## src/rtl/core/wsfe_pkg.sv

```systemverilog
// Shared types, constants and header helpers for the WebSocket frame encoder.
package wsfe_pkg;

    localparam int DEFAULT_LENGTH_BITS = 32;

    // Item kinds on the request channel.
    typedef enum logic {
        CMD_START   = 1'b0,
        CMD_PAYLOAD = 1'b1
    } cmd_t;

    localparam logic [7:0]  FIN_BIT      = 8'h80;
    localparam logic [7:0]  MASK_BIT     = 8'h80;
    localparam logic [6:0]  LEN_CODE_16  = 7'd126;
    localparam logic [6:0]  LEN_CODE_64  = 7'd127;
    localparam logic [31:0] SHORT_LIMIT  = 32'd126;
    localparam logic [31:0] MEDIUM_LIMIT = 32'd65536;

    // Index of the final header byte for each length form.
    localparam logic [3:0] SHORT_LAST  = 4'd5;
    localparam logic [3:0] MEDIUM_LAST = 4'd7;
    localparam logic [3:0] LONG_LAST   = 4'd13;
    localparam logic [3:0] KEY_BYTES   = 4'd4;

    typedef struct packed {
        cmd_t        command;
        logic [3:0]  opcode;
        logic [31:0] frame_length;
        logic [31:0] masking_key;
        logic [7:0]  payload_byte;
    } wsfe_req_t;

    typedef struct packed {
        logic [7:0] out_byte;
        logic       last_of_run;
        logic       frame_done;
    } wsfe_res_t;

    // Key byte 0 sits in the most significant bits.
    function automatic logic [7:0] key_byte(input logic [31:0] key, input logic [1:0] phase);
        logic [7:0] b;
        begin
            unique case (phase)
                2'd0:    b = key[31:24];
                2'd1:    b = key[23:16];
                2'd2:    b = key[15:8];
                default: b = key[7:0];
            endcase
            return b;
        end
    endfunction

    function automatic logic [3:0] header_last(input logic [31:0] len);
        logic [3:0] last;
        begin
            if (len < SHORT_LIMIT) begin
                last = SHORT_LAST;
            end
            else if (len < MEDIUM_LIMIT) begin
                last = MEDIUM_LAST;
            end
            else begin
                last = LONG_LAST;
            end
            return last;
        end
    endfunction

    // Header byte at position idx (1 and up); byte 0 is built from the opcode.
    function automatic logic [7:0] header_byte(input logic [3:0]  idx,
                                               input logic [3:0]  last,
                                               input logic [31:0] len,
                                               input logic [31:0] key);
        logic [3:0] key_start;
        logic [1:0] len_sel;
        logic [7:0] b;
        begin
            key_start = last - KEY_BYTES + 4'd1;
            len_sel   = 2'(key_start - 4'd1 - idx);
            if (idx == 4'd1) begin
                if (last == SHORT_LAST) begin
                    b = MASK_BIT | {1'b0, len[6:0]};
                end
                else if (last == MEDIUM_LAST) begin
                    b = MASK_BIT | {1'b0, LEN_CODE_16};
                end
                else begin
                    b = MASK_BIT | {1'b0, LEN_CODE_64};
                end
            end
            else if (idx >= key_start) begin
                b = key_byte(key, 2'(idx - key_start));
            end
            else if (idx < key_start - KEY_BYTES) begin
                // Upper half of the 64-bit length is always zero.
                b = 8'h00;
            end
            else begin
                unique case (len_sel)
                    2'd0:    b = len[7:0];
                    2'd1:    b = len[15:8];
                    2'd2:    b = len[23:16];
                    default: b = len[31:24];
                endcase
            end
            return b;
        end
    endfunction

endpackage

```

## src/rtl/core/wsfe_req_if.sv

```systemverilog
// Request channel interface carrying start and payload items.
interface wsfe_req_if
    import wsfe_pkg::*;
();
    logic      valid;
    logic      ready;
    wsfe_req_t data;

    modport source (output valid, output data, input ready);
    modport sink (input valid, input data, output ready);
endinterface

```

## src/rtl/core/wsfe_res_if.sv

```systemverilog
// Result channel interface carrying frame bytes on the wire.
interface wsfe_res_if
    import wsfe_pkg::*;
();
    logic      valid;
    logic      ready;
    wsfe_res_t data;

    modport source (output valid, output data, input ready);
    modport sink (input valid, input data, output ready);
endinterface

```

## src/rtl/core/websocket_frame_encoder.sv

```systemverilog
// Masked client WebSocket frame encoder: turns start and payload requests into frame bytes.
//
// A start request produces the frame header one byte per cycle while the output is free:
// 6 bytes for a payload shorter than 126, 8 bytes below 65536 and 14 bytes otherwise, and the
// request channel holds ready low while the header sequencer walks its byte index.
// Each payload request produces one masked byte and a new payload request is taken every cycle
// the downstream side accepts; the single output register lets the next request enter in the
// same cycle that the held byte is taken. Payload requests arriving outside a frame are accepted
// and dropped, and a start inside an unfinished frame abandons it. LENGTH_BITS limits how many
// low bits of frame_length are used.
module websocket_frame_encoder
    import wsfe_pkg::*;
#(
    parameter int LENGTH_BITS = DEFAULT_LENGTH_BITS
) (
    input  logic       clk,
    input  logic       rst_n,
    wsfe_req_if.sink   req,
    wsfe_res_if.source res
);

    // The payload counter never needs more than 32 bits since frame_length is 32 bits wide.
    localparam int CNT_W = (LENGTH_BITS < 32) ? LENGTH_BITS : 32;
    localparam logic [31:0] LEN_MASK = (LENGTH_BITS >= 32) ? 32'hFFFF_FFFF
                                       : 32'((64'd1 << LENGTH_BITS) - 64'd1);

    // Frame state, updated as requests are accepted.
    logic             in_frame_reg;
    logic [CNT_W-1:0] bytes_left_reg;
    logic [31:0]      key_store_reg;
    logic [1:0]       key_phase_reg;

    // Header sequencer.
    logic        hdr_busy_reg;
    logic [3:0]  hdr_idx_reg;
    logic [3:0]  hdr_last_reg;
    logic [31:0] hdr_len_reg;

    // Output register.
    logic      out_valid_reg;
    wsfe_res_t out_data_reg;

    logic        out_free;
    logic        accept;
    logic [31:0] len_masked;

    assign out_free   = !out_valid_reg || res.ready;
    assign req.ready  = !hdr_busy_reg && out_free;
    assign accept     = req.valid && req.ready;
    assign len_masked = req.data.frame_length & LEN_MASK;

    assign res.valid = out_valid_reg;
    assign res.data  = out_data_reg;

    always_ff @(posedge clk or negedge rst_n) begin
        if (!rst_n) begin
            in_frame_reg   <= 1'b0;
            bytes_left_reg <= '0;
            key_store_reg  <= '0;
            key_phase_reg  <= '0;
            hdr_busy_reg   <= 1'b0;
            hdr_idx_reg    <= '0;
            hdr_last_reg   <= '0;
            hdr_len_reg    <= '0;
            out_valid_reg  <= 1'b0;
            out_data_reg   <= '0;
        end
        else if (accept) begin
            if (req.data.command == CMD_START) begin
                // First header byte goes out at once; the rest follow from the sequencer.
                out_valid_reg             <= 1'b1;
                out_data_reg.out_byte     <= FIN_BIT | {4'd0, req.data.opcode};
                out_data_reg.last_of_run  <= 1'b0;
                out_data_reg.frame_done   <= 1'b0;
                hdr_busy_reg              <= 1'b1;
                hdr_idx_reg               <= 4'd1;
                hdr_last_reg              <= header_last(len_masked);
                hdr_len_reg               <= len_masked;
                key_store_reg             <= req.data.masking_key;
                key_phase_reg             <= '0;
                bytes_left_reg            <= CNT_W'(len_masked);
                in_frame_reg              <= (len_masked != 32'd0);
            end
            else if (in_frame_reg) begin
                out_valid_reg            <= 1'b1;
                out_data_reg.out_byte    <= req.data.payload_byte
                                            ^ key_byte(key_store_reg, key_phase_reg);
                out_data_reg.last_of_run <= 1'b1;
                out_data_reg.frame_done  <= (bytes_left_reg == CNT_W'(1));
                key_phase_reg            <= key_phase_reg + 2'd1;
                bytes_left_reg           <= bytes_left_reg - CNT_W'(1);
                if (bytes_left_reg == CNT_W'(1)) begin
                    in_frame_reg <= 1'b0;
                end
            end
            else begin
                // Stray payload byte: nothing to send, and the held byte, if any, was just taken.
                out_valid_reg <= 1'b0;
            end
        end
        else if (hdr_busy_reg && out_free) begin
            out_valid_reg            <= 1'b1;
            out_data_reg.out_byte    <= header_byte(hdr_idx_reg, hdr_last_reg,
                                                    hdr_len_reg, key_store_reg);
            out_data_reg.last_of_run <= (hdr_idx_reg == hdr_last_reg);
            out_data_reg.frame_done  <= (hdr_idx_reg == hdr_last_reg)
                                        && (hdr_len_reg == 32'd0);
            hdr_idx_reg              <= hdr_idx_reg + 4'd1;
            if (hdr_idx_reg == hdr_last_reg) begin
                hdr_busy_reg <= 1'b0;
            end
        end
        else if (res.ready) begin
            out_valid_reg <= 1'b0;
        end
    end

endmodule
```

## src/flat_wrapper.sv

```systemverilog
// flat-port wrapper written by rule: the top's interface ports become plain ports
module websocket_frame_encoder_flat import wsfe_pkg::*;
#(
    parameter int LENGTH_BITS = DEFAULT_LENGTH_BITS
)
  (clk, rst_n, req_valid, req_data, req_ready, res_valid, res_data, res_ready);
  wsfe_req_if req_i ();
  wsfe_res_if res_i ();
  input  logic clk;
  input  logic rst_n;
  input wire logic [$bits(req_i.valid)-1:0] req_valid;
  input wire logic [$bits(req_i.data)-1:0] req_data;
  output wire logic [$bits(req_i.ready)-1:0] req_ready;
  output wire logic [$bits(res_i.valid)-1:0] res_valid;
  output wire logic [$bits(res_i.data)-1:0] res_data;
  input wire logic [$bits(res_i.ready)-1:0] res_ready;
  assign req_i.valid = req_valid;
  assign req_i.data = req_data;
  assign req_ready = req_i.ready;
  assign res_valid = res_i.valid;
  assign res_data = res_i.data;
  assign res_i.ready = res_ready;
  websocket_frame_encoder #(.LENGTH_BITS(LENGTH_BITS)) u_core (.clk(clk), .rst_n(rst_n), .req(req_i), .res(res_i));
endmodule
```

## config.mk

```make
export PLATFORM = sky130hd
export DESIGN_NAME = websocket_frame_encoder_flat
export DESIGN_NICKNAME = d
export VERILOG_FILES = /design/src/rtl/core/wsfe_pkg.sv /design/src/rtl/core/wsfe_req_if.sv /design/src/rtl/core/wsfe_res_if.sv /design/src/rtl/core/websocket_frame_encoder.sv /design/src/flat_wrapper.sv
export SDC_FILE = /design/constraint.sdc
export NUM_CORES = 1
export LEC_CHECK = 0
export ABC_AREA = 1
export BUFFER_PORTS_ARGS = -buffer_cell sky130_fd_sc_hd__buf_2
export CAP_MARGIN = 15
export CORE_MARGIN = 1.5
export CORE_UTILIZATION = 53
export CTS_CLUSTER_SIZE = 25
export DETAILED_ROUTE_END_ITERATION = 8
export GPL_ROUTABILITY_DRIVEN = 0
export HOLD_SLACK_MARGIN = 0.06
export MAX_ROUTING_LAYER = met4
export PLACE_DENSITY = 0.77
export REMOVE_ABC_BUFFERS = 1
export SLEW_MARGIN = 20
export SYNTH_ARGS = -nofsm -noshare
export SYNTH_HDL_FRONTEND = slang
export SYNTH_SLANG_ARGS = --single-unit
```

## constraint.sdc

```tcl
create_clock -name clk -period 2.5 [get_ports clk]
set_clock_uncertainty 0.2 [all_clocks]
set_input_delay 0.25 -clock clk [delete_from_list [all_inputs] [get_ports clk]]
set_output_delay 0.25 -clock clk [all_outputs]
set_load 0.03 [all_outputs]
```

Yosys cells after proc, flatten, opt, wreduce, memory -nomap -nowiden

Cells that the tools add are included.

Flip-flop bits (word level): 119
Bits in latches: 0
RAM bits: 0
Memory bits (read-only): 0
Input bits: 81
Output and inout bits: 12
Logic and storage cells: 97
Memories: 0

Add/sub/neg operators: 9
Multiply operators: 0
Div/mod/pow operators: 0
Order comparisons: 4
Equal/unequal tests: 14
Shift operators: 0
Multiplexer cells: 36
Bitwise operators: 2
Reduce and logical (&&, ||, !) cells: 20

Operator list:

| operator                                              | number |
|---|---|
| case mux 8 bit (3 select lines)                       | 3 |
| 2-to-1 mux 32 bit                                     | 2 |
| 2-to-1 mux 8 bit                                      | 7 |
| 2-to-1 mux 10 bit                                     | 4 |
| equality test 32 x 1 -> 1 bit (second input constant) | 1 |
| logical NOT 32 bit                                    | 1 |
| < comparator 32 x 17 -> 1 bit (second input constant) | 1 |
| < comparator 32 x 7 -> 1 bit (second input constant)  | 1 |
| nonzero test 32 bit                                   | 1 |
| subtractor 32 x 1 -> 32 bit (second input constant)   | 1 |
| 2-to-1 mux 4 bit                                      | 5 |
| 2-to-1 mux 1 bit                                      | 13 |
| adder 4 x 1 -> 4 bit (second input constant)          | 2 |
| equality test 4 x 3 -> 1 bit (second input constant)  | 2 |
| AND reduction 2 bit                                   | 4 |
| subtractor 4 x 3 -> 4 bit (second input constant)     | 2 |
| bitwise XOR 8 bit                                     | 1 |
| equality test 2 x 1 -> 1 bit (second input constant)  | 3 |
| equality test 2 bit (second input constant)           | 3 |
| logical NOT 2 bit                                     | 3 |
| equality test 4 x 1 -> 1 bit (second input constant)  | 1 |
| equality test 4 bit                                   | 1 |
| >= comparator 4 bit                                   | 1 |
| logical AND 1 bit                                     | 4 |
| other kinds (14)                                      | 18 |

Depth between registers and ports, before layout

Depth after elaboration: 11
Mapped depth: 13
Gate-level depth less buffers: 13

Least setup slack after synthesis

No wires, ideal clock.

Kind: reg2reg
From: register u_core.hdr_last_reg[2]
To: register u_core.out_data_reg, in the netlist u_core.res.data[2]
Library setup time: 0.120 ns
Data arrival time: 2.027 ns
Data required time: 2.180 ns
Setup slack: 0.153 ns
Cell stages (with the launch flop): 11
Path buffers: 2
Period minus slack after synthesis: 2.347 ns
Path through: dfrtp_1 -> ha_1 -> fa_1 -> buf_2 -> buf_2 -> o21ai_0 -> nand3_1 -> nand3_1 -> nand3_1 -> nand2_1 -> a21oi_2

Longest elaborated chain between the ends: 9
Elaborated cells between the ends (all ways): 14
Those cells by class: 3 x add/sub; 2 x order compare; 2 x eq/ne; 7 x mux

Ends and longest elaborated chain:

| what                      | line                           | RTL |
|---|---|---|
| start, declared           | websocket_frame_encoder.sv:36  | `logic [3:0] hdr_last_reg;` |
| start signal, assigned    | websocket_frame_encoder.sv:77  | `hdr_last_reg <= header_last(len_masked);` |
| subtractor 4 x 3 -> 4 bit | wsfe_pkg.sv:78                 | `key_start = last - KEY_BYTES + 4'd1;` |
| adder 4 x 1 -> 4 bit      | wsfe_pkg.sv:78                 |  |
| subtractor 4 x 3 -> 4 bit | wsfe_pkg.sv:94                 | `else if (idx < key_start - KEY_BYTES) begin` |
| < comparator 4 bit        | wsfe_pkg.sv:94                 |  |
| 2-to-1 mux 8 bit          | wsfe_pkg.sv:94                 |  |
| 2-to-1 mux 8 bit          | wsfe_pkg.sv:91                 | `else if (idx >= key_start) begin` |
| 2-to-1 mux 8 bit *        | wsfe_pkg.sv:80                 | `if (idx == 4'd1) begin` |
| 2-to-1 mux 10 bit *       | websocket_frame_encoder.sv:101 | `else if (hdr_busy_reg && out_free) begin` |
| 2-to-1 mux 10 bit *       | websocket_frame_encoder.sv:68  | `else if (accept) begin` |
| end, declared             | websocket_frame_encoder.sv:41  | `wsfe_res_t out_data_reg;` |

Every way passes the cells marked *; elsewhere a longest branch is shown, timed or not. The select of a mux whose other input is x is not followed.
A chain may end at the register's enable or synchronous reset.

Worst setup path in the final report

From: register u_core.hdr_last_reg[2]
To: register u_core.out_data_reg, in the netlist u_core.res.data[6]

The elaborated chain is that of the path after synthesis.

==> flow_summary_export.csv <==
group,metric,value,unit
routing,wirelength,24000,um
yosys,ys_warn_count,0,
yosys,synthesis.area,0.00757,mm2
grt,grt_pass1_vias,7645,
placed_design,hpwlAfterDp,16300,um
yosys,syn-instance-count,1109,
yosys,ys_top_cells_by_area,"dfrtp_1, nand2_1, nand3_1",
routing,via_count,8171,
yosys,synth.distinct_cells,36,
clock_tree,path_clk_slew,60,ps
finish,antenna_cells,0,
clock_tree,clockBufferDepth,2,
setup_path,arrival,2570,ps
setup_path,reg2reg_setup_slack,40,ps
pwr,ir_worst_vdd,0.625,mV
setup_path,path_class,"reg -> reg",
timing,period_minus_slack,2460,ps
setup_path,worstReg2RegEnd,"u_core.res.data[6]",
die,die_h,122,um
timing,slew_viol_final,0,
setup_path,r2r-start,"u_core.hdr_last_reg[2]",
finish,fill_cells,1090,
finish,syn_to_final_growth,30.6,%
routing,drtAntennaViolNets,0,
die,initial_core_util,0.543,
grt,antenna_found_initial,0,
yosys,synth_enable_flop_cells,0,
outcome,status,"finished clean",
timing,slew-limit-headroom,0.586,
worst_hold_path,hold_path_startpoint,"req_data[5]",
clock_tree,numCtsBuffers,17,
die,core-area,0.0139,mm2
die,die_w,122,um
clock_tree,cts_tree,"built",
routing,drc,0,
setup_path,rr_worst_depth,13,
routing,wl_per_cell,16.3,um
clock_tree,htreeDepth,4,
routing,via_per_inst,5.55,
job,drv_cap,0,
grt,grt-ovfl-total,0,
setup_path,critPathLaunchType,"flip-flop",
timing,rsz0062_at_grt,"true",
clock_tree,cts_sinks,118,
timing,tightest_slew,620,ps
routing,first_pass_iters,5,
timing,period_share,0.985,
yosys,synthTopCellsByCount,"nand2_1, inv_1, dfrtp_1, nor2_1, nand3_1",
yosys,synth_top_cell_by_area,"dfrtp_1",
pwr,p_leak,4.99,nW
yosys,synth_area_per_cell,6.82,um2
setup_path,critPathMaxFanout,8,
timing,finalSetupViolCount,0,
yosys,yosysMostFrequentCell,"nand2_1",
setup_path,cp.required,2610,ps
clock_tree,cts-root-buf,"clkbuf_16",
worst_hold_path,hp-class,"in -> reg",
timing,hold_viol,0,
yosys,synthArstFlopShare,1.00,
yosys,yosysTopAreaCellShare,0.390,
finish,layout.nets,1379,
routing,initialDrtViolationCount,723,
finish,drive_above_1_share,0.176,
timing,fin_hold_ws,76.9,ps
pwr,p_total,12.7,mW
timing,fmax,0.406,GHz
setup_path,endpoint_kind,"flip-flop",
clock_tree,clk_latency,430,ps
grt,grt_pass1_wl,37700,um
worst_hold_path,worst_hold_path.endpoint,"u_core.res.data[7]",
yosys,yosysSeqAreaShare,0.390,
yosys,synth-main-ff-cell,"dfrtp_1",
die,dieArea,0.0150,mm2
pwr,power_density,1280,mW/mm2
grt,gr-usage-all-layers,0.337,
grt,grt_max_degree,95,
die,rows,43,
worst_hold_path,min_path_cells,6,
yosys,ys_ff_latch,118,
die,io_pins,93,
placed_design,numPortBuffers,92,
-- routing by layer --
layer	up-vias	share of wire	track usage
li1	3870	-	-
met1	3825	0.40	0.400
met2	403	0.49	0.554
met3	73	0.071	0.0697
met4	0	0.035	0.148
met5	-	0	-
-- logic make-up (layout without fill, tap and decap cells) --
| kind of cell | count (synthesis) | in the layout | share of synthesized area |
|---|---|---|---|
| compound gates | 135 | 135 | 0.0987 |
| xor+xnor | 9 | 9 | 0.0104 |
| fa+ha+maj | 18 | 18 | 0.0308 |
| buf+inv | 183 | 367 | 0.103 |
| flops | 118 | 118 | 0.390 |
| simple gates | 646 | 646 | 0.367 |
-- cell type report --
type                            count  area (um2)  share of cell area
Inverter                          144         543              0.0550
Clock buffer                       19         443              0.0448
Sequential cell                   118        2950               0.299
Clock inverter                     13         251              0.0254
Timing Repair Buffer              191        1470               0.149
Multi-Input combinational cell    808        4000               0.405
Tap cell                          180         225              0.0228
-- layout by cell type (no fill, tap or decap), types with 11 or more instances in the layout --
cell type / instances
o21ai_1: 14
inv_1: 130
nor2_1: 113
nand3_1: 92
nand2_2: 11
a21oi_1: 19
clkbuf_16: 18
buf_4: 23
o21bai_1: 12
inv_2: 13
ha_1: 14
nand4_1: 25
dlygate4sd3_1: 68
nand3_2: 13
o21ai_0: 65
buf_2: 91
dfrtp_1: 118
nand2_1: 358
-- what timing repair did --
action | in CTS | in global routing
hold endpoints to repair | 202 | 0
hold buffers | 69 | 0
setup buffers | 0 | 4
resized for setup | 0 | 45
endpoints found under the setup margin | 0 | 9
-- report_power, final --
group / internal (mW) / switching (mW)
clock: 1.99 / 0.914
sequential: 2.85 / 0.923
combinational: 2.27 / 3.70
-- worst max-delay path by stage --
stage                                 startpoint            endpoint  slack, ps  cells past startpoint
after global placement    u_core.hdr_last_reg[2]  u_core.res.data[2]        110                     11
after detailed placement  u_core.hdr_last_reg[2]  u_core.res.data[4]         40                     11
after floorplan           u_core.hdr_last_reg[2]  u_core.res.data[3]       -520                      9
final                     u_core.hdr_last_reg[2]  u_core.res.data[6]         40                     13
after CTS                 u_core.hdr_last_reg[2]  u_core.res.data[4]         30                     11
after global routing      u_core.hdr_last_reg[2]  u_core.res.data[6]        -70                     13
-- metrics by stage --
stage                     instances  cell area (um2)  worst slack (ps)   util  setup TNS [ps]
after floorplan                1070             7330              -516      -           -3830
after global placement         1367             8260               109  0.593               0
after detailed placement       1367             8260              44.9  0.593               0
after CTS                      1468             9640              26.9  0.692               0
after global routing           1473             9880             -75.0  0.709            -292
final                          1473             9880              36.7  0.709               0
-- worst max-delay path: stages (launching register included) --
cell and delay [ps]:
dfrtp_1 440, inv_2 110, ha_4 130, inv_2 30, fa_2 590, buf_12 150, inv_2 60, nor2_2 120
buf_6 140, nand2_1 70, nand3_2 70, nand3_1 80, nand2_1 100, a21oi_2 50
Note: power is estimated with default switching activity, not from simulation.
